## config.mk

```make
export PLATFORM = sky130hd
export DESIGN_NAME = riff_wav_header_parser
export DESIGN_NICKNAME = d
export VERILOG_FILES = /design/src/rwhp_pkg.sv /design/src/rwhp_front.sv /design/src/rwhp_queue.sv /design/src/rwhp_back.sv /design/src/riff_wav_header_parser.sv
export SDC_FILE = /design/constraint.sdc
export NUM_CORES = 2
export LEC_CHECK = 0
export BUFFER_PORTS_ARGS = -buffer_cell sky130_fd_sc_hd__buf_2
export CELL_PAD_IN_SITES_DETAIL_PLACEMENT = 0
export CELL_PAD_IN_SITES_GLOBAL_PLACEMENT = 1
export CORE_MARGIN = 3
export CORE_UTILIZATION = 55
export CTS_CLUSTER_SIZE = 40
export DETAILED_ROUTE_END_ITERATION = 7
export PLACE_DENSITY = 0.93
export SLEW_MARGIN = 5
export SYNTH_ARGS = -nofsm -noshare
export SYNTH_HDL_FRONTEND = slang
export SYNTH_SLANG_ARGS = --single-unit
```

## constraint.sdc

```tcl
create_clock -name aclk -period 34.3 [get_ports aclk]
set_input_delay 3.43 -clock aclk [delete_from_list [all_inputs] [get_ports aclk]]
set_output_delay 3.43 -clock aclk [all_outputs]
set_load 0.005 [all_outputs]
```

## src/rwhp_pkg.sv

```systemverilog
// rwhp_pkg: shared types and constants for the RIFF/WAVE header parser.
// Used by every module under src; depends on nothing.
`default_nettype none
package rwhp_pkg;

    localparam int OFFSET_BITS_DEF = 32;
    localparam int WALK_W          = 34;
    localparam int Q_DEPTH         = 2;
    localparam int Q_PTR_W         = 1;
    localparam int DIV_STEPS       = 32;
    localparam int FRAME_W         = 29;

    localparam logic [31:0] RIFF_TAG = 32'h4646_4952;
    localparam logic [31:0] WAVE_TAG = 32'h4556_4157;
    localparam logic [31:0] FMT_TAG  = 32'h2074_6D66;
    localparam logic [31:0] DATA_TAG = 32'h6174_6164;
    localparam logic [31:0] CUE_TAG  = 32'h2065_7563;

    localparam int LAST_SHORT_POS = 43;
    localparam int HDR_LEN        = 8;
    localparam int FMT_MIN_LEN    = 16;
    localparam int FMT_BITS_LO    = 14;
    localparam int FMT_BITS_HI    = 15;
    localparam int CUE_MIN_LEN    = 24;
    localparam int CUE_LOOP_OFS   = 20;
    localparam int CUE_LOOP_END   = 24;
    localparam int PCM_FORMAT     = 1;
    localparam int WAVE_POS       = 8;
    localparam int WAVE_END       = 12;
    localparam int RIFF_END       = 4;
    localparam int WALK_START     = 12;

    typedef enum logic [2:0] {
        ST_OK,
        ST_SHORT,
        ST_NO_RIFF,
        ST_NO_WAVE,
        ST_NO_FMT,
        ST_NOT_PCM,
        ST_NO_DATA,
        ST_ZERO_FRAME
    } status_t;

    typedef enum logic [2:0] {
        BK_IDLE,
        BK_MUL,
        BK_CHECK,
        BK_DIV,
        BK_DONE
    } back_state_t;

    typedef struct packed {
        status_t     status;
        logic [15:0] chans;
        logic [31:0] rate;
        logic [12:0] width;
        logic [31:0] data_length;
        logic [31:0] data_offset;
        logic [31:0] loop;
    } job_t;

endpackage
`default_nettype wire

```

## src/rwhp_front.sv

```systemverilog
// rwhp_front: byte-level front end; checks tags, walks chunks, captures fields.
// Pushes one summary job per file into the queue. Depends on rwhp_pkg.
`default_nettype none
module rwhp_front #(
    parameter int OFFSET_BITS = rwhp_pkg::OFFSET_BITS_DEF
) (
    input  wire                 aclk,
    input  wire                 aresetn,
    input  wire                 s_valid,
    output logic                s_ready,
    input  wire  [7:0]          s_data_byte,
    input  wire                 s_last_byte,
    output logic                job_valid,
    input  wire                 job_ready,
    output rwhp_pkg::job_t      job
);

    localparam int PW = OFFSET_BITS + 1;
    localparam int WW = rwhp_pkg::WALK_W;

    logic [PW-1:0]  pos_reg, pos_next;
    logic [1:0]     tag_ok_reg, tag_ok_next;
    logic [55:0]    hdr_reg, hdr_next;
    logic [WW-1:0]  chunk_reg, chunk_next;
    logic [2:0]     found_reg, found_next;
    logic [PW-1:0]  fmt_start_reg, fmt_start_next;
    logic [PW-1:0]  data_start_reg, data_start_next;
    logic [PW-1:0]  cue_start_reg, cue_start_next;
    logic [31:0]    fmt_len_reg, fmt_len_next;
    logic [31:0]    data_len_reg, data_len_next;
    logic [31:0]    cue_len_reg, cue_len_next;
    logic [63:0]    fmt_fields_reg, fmt_fields_next;
    logic [15:0]    fmt_bits_reg, fmt_bits_next;
    logic [31:0]    cue_val_reg, cue_val_next;

    logic           accept;
    logic           in_range;
    logic [PW-1:0]  pos_ext;
    logic [PW-1:0]  fmt_off;
    logic [PW-1:0]  cue_off;
    logic [PW-1:0]  payload;
    logic [WW-1:0]  wpos;
    logic [WW-1:0]  hdr_diff;
    logic [2:0]     hoff;
    logic           in_hdr;
    logic [31:0]    hdr_tag;
    logic [31:0]    hdr_len;
    logic [32:0]    padded;
    rwhp_pkg::status_t pre_status;
    logic           reported;

    assign s_ready   = job_ready;
    assign accept    = s_valid & s_ready;
    assign job_valid = accept & s_last_byte;

    assign in_range = ~pos_reg[PW-1];
    assign pos_ext  = {1'b0, pos_reg[PW-2:0]};
    assign fmt_off  = pos_ext - fmt_start_reg;
    assign cue_off  = pos_ext - cue_start_reg;
    assign payload  = pos_ext + PW'(1);
    assign wpos     = WW'(pos_ext);
    assign hdr_diff = wpos - chunk_reg;
    assign hoff     = hdr_diff[2:0];
    assign in_hdr   = (wpos >= chunk_reg) && (hdr_diff < WW'(rwhp_pkg::HDR_LEN));
    assign hdr_tag  = hdr_reg[31:0];
    assign hdr_len  = {s_data_byte, hdr_reg[55:32]};
    assign padded   = ({1'b0, hdr_len} + 33'd1) & ~33'd1;

    always_comb begin
        pos_next        = pos_reg;
        tag_ok_next     = tag_ok_reg;
        hdr_next        = hdr_reg;
        chunk_next      = chunk_reg;
        found_next      = found_reg;
        fmt_start_next  = fmt_start_reg;
        data_start_next = data_start_reg;
        cue_start_next  = cue_start_reg;
        fmt_len_next    = fmt_len_reg;
        data_len_next   = data_len_reg;
        cue_len_next    = cue_len_reg;
        fmt_fields_next = fmt_fields_reg;
        fmt_bits_next   = fmt_bits_reg;
        cue_val_next    = cue_val_reg;
        if (in_range) begin
            pos_next = pos_reg + PW'(1);
            if (pos_ext < PW'(rwhp_pkg::RIFF_END)
                    && s_data_byte != rwhp_pkg::RIFF_TAG[8*pos_ext[1:0] +: 8]) begin
                tag_ok_next[0] = 1'b0;
            end
            if (pos_ext >= PW'(rwhp_pkg::WAVE_POS) && pos_ext < PW'(rwhp_pkg::WAVE_END)
                    && s_data_byte != rwhp_pkg::WAVE_TAG[8*pos_ext[1:0] +: 8]) begin
                tag_ok_next[1] = 1'b0;
            end
            if (found_reg[0] && pos_ext >= fmt_start_reg) begin
                if (fmt_off < PW'(8)) begin
                    fmt_fields_next[8*fmt_off[2:0] +: 8] = s_data_byte;
                end else if (fmt_off == PW'(rwhp_pkg::FMT_BITS_LO)) begin
                    fmt_bits_next[7:0] = s_data_byte;
                end else if (fmt_off == PW'(rwhp_pkg::FMT_BITS_HI)) begin
                    fmt_bits_next[15:8] = s_data_byte;
                end
            end
            if (found_reg[2] && pos_ext >= cue_start_reg
                    && cue_off >= PW'(rwhp_pkg::CUE_LOOP_OFS)
                    && cue_off < PW'(rwhp_pkg::CUE_LOOP_END)) begin
                cue_val_next[8*cue_off[1:0] +: 8] = s_data_byte;
            end
            if (in_hdr) begin
                if (hoff != 3'd7) begin
                    hdr_next[8*hoff +: 8] = s_data_byte;
                end else begin
                    if (hdr_tag == rwhp_pkg::FMT_TAG && !found_reg[0]) begin
                        found_next[0]  = 1'b1;
                        fmt_start_next = payload;
                        fmt_len_next   = hdr_len;
                    end else if (hdr_tag == rwhp_pkg::DATA_TAG && !found_reg[1]) begin
                        found_next[1]   = 1'b1;
                        data_start_next = payload;
                        data_len_next   = hdr_len;
                    end else if (hdr_tag == rwhp_pkg::CUE_TAG && !found_reg[2]) begin
                        found_next[2]  = 1'b1;
                        cue_start_next = payload;
                        cue_len_next   = hdr_len;
                    end
                    chunk_next = WW'(payload) + WW'(padded);
                    hdr_next   = '0;
                end
            end
        end
    end

    always_comb begin
        priority if (pos_reg < PW'(rwhp_pkg::LAST_SHORT_POS)) begin
            pre_status = rwhp_pkg::ST_SHORT;
        end else if (!tag_ok_next[0]) begin
            pre_status = rwhp_pkg::ST_NO_RIFF;
        end else if (!tag_ok_next[1]) begin
            pre_status = rwhp_pkg::ST_NO_WAVE;
        end else if (!found_next[0] || fmt_len_next < 32'(rwhp_pkg::FMT_MIN_LEN)) begin
            pre_status = rwhp_pkg::ST_NO_FMT;
        end else if (fmt_fields_next[15:0] != 16'(rwhp_pkg::PCM_FORMAT)) begin
            pre_status = rwhp_pkg::ST_NOT_PCM;
        end else if (!found_next[1]) begin
            pre_status = rwhp_pkg::ST_NO_DATA;
        end else begin
            pre_status = rwhp_pkg::ST_OK;
        end
    end

    assign reported = (pre_status == rwhp_pkg::ST_OK) || (pre_status == rwhp_pkg::ST_NO_DATA);

    always_comb begin
        job             = '0;
        job.status      = pre_status;
        job.chans       = reported ? fmt_fields_next[31:16] : 16'd0;
        job.rate        = reported ? fmt_fields_next[63:32] : 32'd0;
        job.width       = reported ? fmt_bits_next[15:3] : 13'd0;
        job.data_length = data_len_next;
        job.data_offset = (pre_status == rwhp_pkg::ST_OK) ? 32'(data_start_next) : 32'd0;
        job.loop        = ((pre_status == rwhp_pkg::ST_OK)
                           && cue_len_next >= 32'(rwhp_pkg::CUE_MIN_LEN)) ? cue_val_next : '1;
    end

    always_ff @(posedge aclk) begin
        if (!aresetn || (accept && s_last_byte)) begin
            pos_reg        <= '0;
            tag_ok_reg     <= 2'b11;
            hdr_reg        <= '0;
            chunk_reg      <= WW'(rwhp_pkg::WALK_START);
            found_reg      <= '0;
            fmt_start_reg  <= '0;
            data_start_reg <= '0;
            cue_start_reg  <= '0;
            fmt_len_reg    <= '0;
            data_len_reg   <= '0;
            cue_len_reg    <= '0;
            fmt_fields_reg <= '0;
            fmt_bits_reg   <= '0;
            cue_val_reg    <= '0;
        end else if (accept) begin
            pos_reg        <= pos_next;
            tag_ok_reg     <= tag_ok_next;
            hdr_reg        <= hdr_next;
            chunk_reg      <= chunk_next;
            found_reg      <= found_next;
            fmt_start_reg  <= fmt_start_next;
            data_start_reg <= data_start_next;
            cue_start_reg  <= cue_start_next;
            fmt_len_reg    <= fmt_len_next;
            data_len_reg   <= data_len_next;
            cue_len_reg    <= cue_len_next;
            fmt_fields_reg <= fmt_fields_next;
            fmt_bits_reg   <= fmt_bits_next;
            cue_val_reg    <= cue_val_next;
        end
    end

endmodule
`default_nettype wire

```

## src/rwhp_queue.sv

```systemverilog
// rwhp_queue: short job queue between the front end and the back end.
// Depends on rwhp_pkg for the job type and depth.
`default_nettype none
module rwhp_queue (
    input  wire                 aclk,
    input  wire                 aresetn,
    input  wire                 wr_valid,
    output logic                wr_ready,
    input  rwhp_pkg::job_t      wr_job,
    output logic                rd_valid,
    input  wire                 rd_ready,
    output rwhp_pkg::job_t      rd_job
);

    localparam int PTR_W = rwhp_pkg::Q_PTR_W;

    rwhp_pkg::job_t     mem [rwhp_pkg::Q_DEPTH];
    logic [PTR_W-1:0]   wr_ptr_reg;
    logic [PTR_W-1:0]   rd_ptr_reg;
    logic [PTR_W:0]     count_reg, count_next;
    logic               push;
    logic               pop;

    assign wr_ready = (count_reg != (PTR_W+1)'(rwhp_pkg::Q_DEPTH));
    assign rd_valid = (count_reg != '0);
    assign push     = wr_valid & wr_ready;
    assign pop      = rd_valid & rd_ready;
    assign rd_job   = mem[rd_ptr_reg];

    always_comb begin
        count_next = count_reg;
        if (push && !pop) begin
            count_next = count_reg + (PTR_W+1)'(1);
        end else if (pop && !push) begin
            count_next = count_reg - (PTR_W+1)'(1);
        end
    end

    always_ff @(posedge aclk) begin
        if (push) begin
            mem[wr_ptr_reg] <= wr_job;
        end
    end

    always_ff @(posedge aclk) begin
        if (!aresetn) begin
            wr_ptr_reg <= '0;
            rd_ptr_reg <= '0;
            count_reg  <= '0;
        end else begin
            if (push) begin
                wr_ptr_reg <= wr_ptr_reg + PTR_W'(1);
            end
            if (pop) begin
                rd_ptr_reg <= rd_ptr_reg + PTR_W'(1);
            end
            count_reg <= count_next;
        end
    end

endmodule
`default_nettype wire

```

## src/rwhp_back.sv

```systemverilog
// rwhp_back: back end; frame size multiply, serial frame-count divide, result register.
// Takes jobs from rwhp_queue. Depends on rwhp_pkg.
`default_nettype none
module rwhp_back (
    input  wire                 aclk,
    input  wire                 aresetn,
    input  wire                 q_valid,
    output logic                q_ready,
    input  rwhp_pkg::job_t      q_job,
    output logic                m_valid,
    input  wire                 m_ready,
    output logic [2:0]          m_status,
    output logic [15:0]         m_channel_count,
    output logic [31:0]         m_sample_rate,
    output logic [12:0]         m_bytes_per_sample,
    output logic [31:0]         m_frame_count,
    output logic [31:0]         m_data_offset,
    output logic signed [31:0]  m_loop_start
);

    localparam int FW = rwhp_pkg::FRAME_W;

    rwhp_pkg::back_state_t  state_reg, state_next;
    rwhp_pkg::job_t         job_reg;
    logic [FW-1:0]          frame_reg;
    logic                   zf_reg;
    logic [FW-1:0]          rem_reg;
    logic [31:0]            quo_reg;
    logic [4:0]             cnt_reg;
    logic                   m_valid_reg;
    logic [2:0]             status_reg;
    logic [15:0]            chans_reg;
    logic [31:0]            rate_reg;
    logic [12:0]            width_reg;
    logic [31:0]            frames_reg;
    logic [31:0]            dofs_reg;
    logic [31:0]            loop_reg;

    logic                   pop;
    logic                   out_load;
    logic                   div_last;
    logic [FW:0]            trial;
    logic [FW:0]            diff;
    logic                   ge;

    assign trial    = {rem_reg, quo_reg[31]};
    assign diff     = trial - {1'b0, frame_reg};
    assign ge       = (trial >= {1'b0, frame_reg});
    assign div_last = (cnt_reg == 5'(rwhp_pkg::DIV_STEPS - 1));

    always_comb begin
        state_next = state_reg;
        unique case (state_reg)
            rwhp_pkg::BK_IDLE: begin
                if (q_valid) begin
                    state_next = (q_job.status == rwhp_pkg::ST_OK)
                                 ? rwhp_pkg::BK_MUL : rwhp_pkg::BK_DONE;
                end
            end
            rwhp_pkg::BK_MUL: begin
                state_next = rwhp_pkg::BK_CHECK;
            end
            rwhp_pkg::BK_CHECK: begin
                state_next = (frame_reg == '0) ? rwhp_pkg::BK_DONE : rwhp_pkg::BK_DIV;
            end
            rwhp_pkg::BK_DIV: begin
                if (div_last) begin
                    state_next = rwhp_pkg::BK_DONE;
                end
            end
            rwhp_pkg::BK_DONE: begin
                if (!m_valid_reg || m_ready) begin
                    state_next = rwhp_pkg::BK_IDLE;
                end
            end
            default: state_next = rwhp_pkg::BK_IDLE;
        endcase
    end

    always_comb begin
        pop      = (state_reg == rwhp_pkg::BK_IDLE) && q_valid;
        out_load = (state_reg == rwhp_pkg::BK_DONE) && (!m_valid_reg || m_ready);
    end

    assign q_ready = pop;

    always_ff @(posedge aclk) begin
        if (pop) begin
            job_reg <= q_job;
            zf_reg  <= 1'b0;
        end
        if (state_reg == rwhp_pkg::BK_MUL) begin
            frame_reg <= FW'(job_reg.width) * FW'(job_reg.chans);
        end
        if (state_reg == rwhp_pkg::BK_CHECK) begin
            zf_reg  <= (frame_reg == '0);
            rem_reg <= '0;
            quo_reg <= job_reg.data_length;
            cnt_reg <= '0;
        end
        if (state_reg == rwhp_pkg::BK_DIV) begin
            rem_reg <= ge ? diff[FW-1:0] : trial[FW-1:0];
            quo_reg <= {quo_reg[30:0], ge};
            cnt_reg <= cnt_reg + 5'd1;
        end
        if (out_load) begin
            status_reg <= zf_reg ? rwhp_pkg::ST_ZERO_FRAME : job_reg.status;
            chans_reg  <= job_reg.chans;
            rate_reg   <= job_reg.rate;
            width_reg  <= job_reg.width;
            frames_reg <= ((job_reg.status == rwhp_pkg::ST_OK) && !zf_reg) ? quo_reg : 32'd0;
            dofs_reg   <= zf_reg ? 32'd0 : job_reg.data_offset;
            loop_reg   <= zf_reg ? '1 : job_reg.loop;
        end
    end

    always_ff @(posedge aclk) begin
        if (!aresetn) begin
            state_reg   <= rwhp_pkg::BK_IDLE;
            m_valid_reg <= 1'b0;
        end else begin
            state_reg <= state_next;
            if (out_load) begin
                m_valid_reg <= 1'b1;
            end else if (m_ready) begin
                m_valid_reg <= 1'b0;
            end
        end
    end

    assign m_valid            = m_valid_reg;
    assign m_status           = status_reg;
    assign m_channel_count    = chans_reg;
    assign m_sample_rate      = rate_reg;
    assign m_bytes_per_sample = width_reg;
    assign m_frame_count      = frames_reg;
    assign m_data_offset      = dofs_reg;
    assign m_loop_start       = $signed(loop_reg);

endmodule
`default_nettype wire

```

## src/riff_wav_header_parser.sv

```systemverilog
// riff_wav_header_parser: top level; front end, job queue and back end. Uses rwhp_pkg.
// Throughput: one byte per cycle; the front end stalls only while the two-entry queue is full.
// From the last byte: queue, then IDLE and DONE for an error status, plus MUL and CHECK for zero
// frame size, plus the one-bit-per-cycle 32-step frame-count divider for a good file.
// Reset: synchronous active-low aresetn clears walk state, queue and the result valid flag.
`default_nettype none
module riff_wav_header_parser #(
    parameter int OFFSET_BITS = rwhp_pkg::OFFSET_BITS_DEF
) (
    input  wire                 aclk,
    input  wire                 aresetn,
    input  wire                 s_valid,
    output logic                s_ready,
    input  wire  [7:0]          s_data_byte,
    input  wire                 s_last_byte,
    output logic                m_valid,
    input  wire                 m_ready,
    output logic [2:0]          m_status,
    output logic [15:0]         m_channel_count,
    output logic [31:0]         m_sample_rate,
    output logic [12:0]         m_bytes_per_sample,
    output logic [31:0]         m_frame_count,
    output logic [31:0]         m_data_offset,
    output logic signed [31:0]  m_loop_start
);

    logic               fq_valid;
    logic               fq_ready;
    rwhp_pkg::job_t     fq_job;
    logic               qb_valid;
    logic               qb_ready;
    rwhp_pkg::job_t     qb_job;

    rwhp_front #(
        .OFFSET_BITS (OFFSET_BITS)
    ) u_front (
        .aclk        (aclk),
        .aresetn     (aresetn),
        .s_valid     (s_valid),
        .s_ready     (s_ready),
        .s_data_byte (s_data_byte),
        .s_last_byte (s_last_byte),
        .job_valid   (fq_valid),
        .job_ready   (fq_ready),
        .job         (fq_job)
    );

    rwhp_queue u_queue (
        .aclk     (aclk),
        .aresetn  (aresetn),
        .wr_valid (fq_valid),
        .wr_ready (fq_ready),
        .wr_job   (fq_job),
        .rd_valid (qb_valid),
        .rd_ready (qb_ready),
        .rd_job   (qb_job)
    );

    rwhp_back u_back (
        .aclk               (aclk),
        .aresetn            (aresetn),
        .q_valid            (qb_valid),
        .q_ready            (qb_ready),
        .q_job              (qb_job),
        .m_valid            (m_valid),
        .m_ready            (m_ready),
        .m_status           (m_status),
        .m_channel_count    (m_channel_count),
        .m_sample_rate      (m_sample_rate),
        .m_bytes_per_sample (m_bytes_per_sample),
        .m_frame_count      (m_frame_count),
        .m_data_offset      (m_data_offset),
        .m_loop_start       (m_loop_start)
    );

endmodule
`default_nettype wire

```

; Yosys cells after proc, flatten, opt, wreduce, memory -nomap -nowiden
; Memories as Yosys holds them, arrays and structs flattened. A register that Yosys moved wholly into a read port is not among the register bits.
; Index checks and enable logic that the tools add are counted.
[classes]
n_reduce_logical = 48
addsub = 16
shift = 8
eq_ne = 19
n_lt_le_gt_ge = 14
n_bitwise = 9
mul = 1
n_mux = 79
[ops]
columns = op, count
row1 = $mux 32, 27
row2 = $mux 64, 3
row3 = $mux 29, 3
row4 = $neg 6->34, 2
row5 = $add 32x1->33 const B, 2
row6 = $eq 33x4->1 const B, 2
row7 = $ge 32x33->1, 2
row8 = $sub 32x33->33, 2
row9 = $bwmux 64, 1
row10 = $eq 32x30->1 const B, 2
row11 = $mux 16, 4
row12 = $shift 8x34->64 const A, 1
row13 = $shiftx 32x6->8 const A, 2
row14 = $shiftx 8x34->64, 1
row15 = $bwmux 56, 1
row16 = $mux 56, 1
row17 = $shift 8x34->56 const A, 1
row18 = $shiftx 8x34->56, 1
row19 = $add 33x33->34, 1
row20 = $ge 32x34->1, 1
row21 = $lt 34x4->1 const B, 1
row22 = $neg 5->34, 1
row23 = $shift 8x34->32 const A, 1
row24 = $shiftx 8x34->32, 1
row25 = other kinds (50), 130
[word_totals]
mem_bits_rw = 320
reg_bits = 858
memories = 1
[memory_table]
columns = name, depth, word_bits, read_ports, rd_clocked_by_memory_dff, wr, line_no
row1 = u_queue.mem, 2, 160, 1, 1, 1, rwhp_queue.sv:17  ; rwhp_pkg::job_t mem [rwhp_pkg::Q_DEPTH];

; Longest topological paths before layout
[depth]
word_depth = 16
ltp_mapped = 25
mapped_depth_nobuf = 24

; Hierarchy
; Synthesis repeated with hierarchy kept, for this count alone.
[hier_totals]
cells_unflattened = 6064
hier_area_um2 = 63612.3
[modules_own_cells]
columns = mod, cells_per_inst, n_inst, area_each_um2
row1 = rwhp_front, 3688, 1, 28359.7
row2 = rwhp_back, 1854, 1, 23058.4
row3 = rwhp_queue, 522, 1, 12194.2

; Worst setup path after synthesis
; Ideal clock, no wire load.
[synth_timing]
path_type = register -> register
start = register u_back.state_reg[2]
end = register u_queue.count_reg[1]
required_ns = 34.224
path_buffers = 1
synth_period_minus_slack_ns = 18.088
setup_slack_ns = 16.212
stages_incl_launch_ff = 8
setup_ns = 0.076
t_arrival_ns = 18.012
cell_sequence = dfxtp_1 clkbuf_1 nor4_1 inv_1 ha_1 xor2_1 or3_1 a21boi_0
[synth_between]
elab_chain_len = 6
[synth_rtl]
columns = element, line_no
row1 = from (decl), rwhp_back.sv:23  ; rwhp_pkg::back_state_t state_reg, state_next;
row2 = from (signal assigned), rwhp_back.sv:119  ; state_reg <= rwhp_pkg::BK_IDLE;
row3 = from (signal assigned), rwhp_back.sv:122  ; state_reg <= state_next;
row4 = $logic_not 3->1 *, rwhp_back.sv:81  ; pop = (state_reg == rwhp_pkg::BK_IDLE) && q_valid;
row5 = $logic_and 1x1->1 *, rwhp_back.sv:81
row6 = named net qb_ready, riff_wav_header_parser.sv:31  ; logic qb_ready;
row7 = $and 1x1->1 *, rwhp_queue.sv:27  ; assign pop = rd_valid & rd_ready;
row8 = $logic_not 1->1, rwhp_queue.sv:32  ; if (push && !pop) begin
row9 = $logic_and 1x1->1, rwhp_queue.sv:32
row10 = $mux 2 / $reduce_bool 2->1 (equally long branches), --
row11 = to (signal assigned), rwhp_queue.sv:57  ; count_reg <= count_next;
row12 = to (decl), rwhp_queue.sv:20  ; logic [PTR_W:0] count_reg, count_next;
; Mark *: on every way through the listed nets, which the timed path passes. The rest lies on a longest branch.
; A chain may end at the register's enable or synchronous reset.

; Worst setup path in the final report
[layout_timing]
start = register u_back.job_reg[102] in the netlist's numbering
end = register u_back.frame_reg[28] (data pin)
[layout_between]
elab_chain_len = 1
[layout_rtl]
columns = element, line_no
row1 = from (decl), rwhp_back.sv:24  ; rwhp_pkg::job_t job_reg;
row2 = from (signal assigned), rwhp_back.sv:89  ; job_reg <= q_job;
row3 = $mul 13x16->29, rwhp_back.sv:93  ; frame_reg <= FW'(job_reg.width) * FW'(job_reg.chans);
row4 = to (signal assigned), rwhp_back.sv:93
row5 = to (decl), rwhp_back.sv:25  ; logic [FW-1:0] frame_reg;
; Every way passes these cells.

==> results.toml <==
[place]
place_hpwl_um = 112000
portBuffers = 174
gp_congestion = 0.946
place_area_um2 = 64900
dp_slack_ns = 26.94

[floorplan]
io_pins = 175
start_util_pct = 55.7
core_area_um2 = 113000
rows = 123
dieArea_um2 = 119000
die_w_um = 344
fp.dieH_um = 344

[worst_hold_path]
hp-class = "reg2reg"

[route]
wl_per_cell_um = 21.5
antenna_left = 0
vias_per_cell = 5.92
route.detailed.drc = 0
routed_wl_um = 162000
dr_total_vias = 44600
drt_iter0_drc = 3861
dr.pass1.iters = 6

[global_routing]
grt_overflow_total = 0
met1_usage_pct = 36.9
grt_pass1_vias = 43700
track_usage_pct = 27.0
grt_use_met3_pct = 3.84
grt_max_degree = 162
grt_use_met2_pct = 44.2
antenna_found_initial = 7
grt_pass1_wl_um = 250000
grt-busiest-layer = "met2"

[layout]
area_growth_pct = 9.20
final_common_cell = "edfxtp_1"
design_area_um2 = 68800
final_util_pct = 60.8
largest_register_ffs = 320
fillCellCount = 9005
nNetsFinal = 6350
drive_gt1_share_pct = 12.8
final_cell_mix = "736 x edfxtp_1, 600 x nand2_1, 542 x nor2_1"

[yosys]
synthFlopType = "edfxtp_1"
ys_seq_area_share_pct = 48.9
netlist_area_um2 = 63000
syn-instance-count = 5895
synthArstFlopShare_pct = 0
synth_edf_count = 736
syn-num-nets = 6319
synth-seq-cells = 1169
yosysUniqueCellTypes = 96
ys_warn_count = 0
avgSynthCellArea_um2 = 10.7

[clocking]
cts_buffers = 115
worstSkewPairLatency_ns = 0.74
h-tree-depth = 3
clock-sinks = 1169
postCtsSetupBuffers = 0
ctsHoldBuffers = 0
cts_tree = "yes"
cts-root-buf = "clkbuf_16"
clockBufferDepth = 3
clkTransAtPathRegs_ns = 0.06
post_cts_resized = 0

[outcome]
outcome = "complete, no violations"

[setup_path]
cp_data_required_time_ns = 34.73
crit_path_max_fanout = 17
critPathKind = "reg2reg"
cp-end-kind = "flop"
cp.arrival_ns = 7.13
worstSetupStartpointType = "flop"

[timing]
worst_pin_slew_ns = 1.35
setup_viol = 0
rsz0062_at_grt = "false"
layout_setup_ws_ns = 27.60
fin_crit_ns = 6.70
slew_headroom_pct = 9.75
period_share_pct = 19.5
clock.fmax_mhz = 149
hold_violations = 0
fin_hold_ws_ns = 0.422
finalSetupTns_ns = 0
skew_ns = 0.0922
slew_viol_final = 0

[power]
powerDensity_nw_per_um2 = 103
peakVddDrop_v = 0.000397
p_leak_nw = 26.5

[run]
cap_violations = 0
==> cell usage after synthesis, types with 65 or more instances <==
| cell | instances | share of area [%] |
|---|---|---|
| nand4_1 | 69 | 0.69 |
| xor2_1 | 76 | 1.1 |
| nor2b_1 | 93 | 0.92 |
| dfxtp_1 | 433 | 14 |
| ha_1 | 252 | 5.0 |
| clkbuf_1 | 248 | 1.5 |
| a211oi_1 | 97 | 1.2 |
| nand3_1 | 120 | 0.95 |
| fa_1 | 159 | 5.1 |
| and3_1 | 65 | 0.65 |
| nor2_1 | 545 | 3.2 |
| a21oi_1 | 293 | 2.3 |
| mux2_2 | 196 | 3.5 |
| mux2i_1 | 307 | 4.9 |
| o21ai_0 | 119 | 0.95 |
| nand2_1 | 602 | 3.6 |
| inv_1 | 368 | 2.2 |
| edfxtp_1 | 736 | 35 |
| xnor2_1 | 125 | 1.7 |
| and2_1 | 175 | 1.7 |
==> report_power, final <==
group          leakage, nW  internal [mW]  switching (mW)
logic                 14.7           1.67            2.16
registers             10.0           1.89           0.110
clock network         1.87          0.723           0.550
total                 26.5           4.29            2.82
==> per-layer routing <==
metal / wire (µm) / up-vias
met4: 5610 / 2
li1: - / 20800
met3: 10800 / 362
met5: 9 / -
met1: 69500 / 21900
met2: 76200 / 1534
==> per-stage QoR <==
| stage | total power, mW | std cells |
|---|---|---|
| global placement | 5.72 | 7309 |
| finish | 7.11 | 7531 |
| global route | 7.71 | 7529 |
| floorplan | 5.00 | 5895 |
| detailed placement | 5.79 | 7309 |
| CTS | 7.14 | 7529 |
==> critical path: stages, from the launching register on <==
cell,delay [ns]
edfxtp_1,0.87
nand2_1,0.18
fa_1,0.53
fa_1,0.53
inv_1,0.05
fa_1,0.47
inv_1,0.06
fa_1,0.54
inv_1,0.06
fa_1,0.47
ha_1,0.38
and2_1,0.18
o21ai_0,0.26
o211a_1,0.23
o31ai_1,0.12
nor4_1,0.19
nor3_1,0.11
a41o_1,0.26
or4_1,0.43
a31o_2,0.25
a21oi_1,0.17
xnor2_1,0.08
==> path summary, 6_finish.rpt <==
| kind | start | endpoint | slack, ns | cells past startpoint |
|---|---|---|---|---|
| worst max-delay path | u_back.job_reg[102] | u_back.frame_reg[28] | 27.60 | 21 |
| worst min-delay path | u_back.job_reg[129] | u_back.m_sample_rate[20] | 0.42 | 0 |
| worst max register to register | u_back.job_reg[102] | u_back.frame_reg[28] | 27.60 | 21 |
| worst min register to register | u_back.job_reg[129] | u_back.m_sample_rate[20] | 0.42 | 0 |
==> cell families (layout without fill, tap and decap cells) <==
kind of cell | count (synthesis) | after routing | share of synthesized area [%]
other | 0 | 2 | 0
xor gates and xnor gates | 201 | 201 | 2.80
AOI/OAI and AO/OA | 885 | 885 | 9.41
DFF | 1169 | 1169 | 48.9
muxes | 503 | 503 | 8.39
buffers and inverters | 692 | 826 | 4.45
adders and majority gates | 411 | 411 | 10.1
and+or+nand+nor | 2034 | 2034 | 16.0
==> final cells by class <==
| cell class | count | area, µm² | share of cell area (%) |
|---|---|---|---|
| tap | 1500 | 1880 | 2.73 |
| multi-input combinational | 4034 | 29500 | 42.9 |
| timing repair buffer | 238 | 1360 | 1.98 |
| sequential | 1169 | 30800 | 44.8 |
| clock inverter | 71 | 768 | 1.12 |
| clock buffer | 149 | 3080 | 4.48 |
| inverter | 368 | 1380 | 2.01 |
| antenna | 2 | 5.00 | 0.00728 |
No activity file was read; power rests on OpenSTA's default activity.
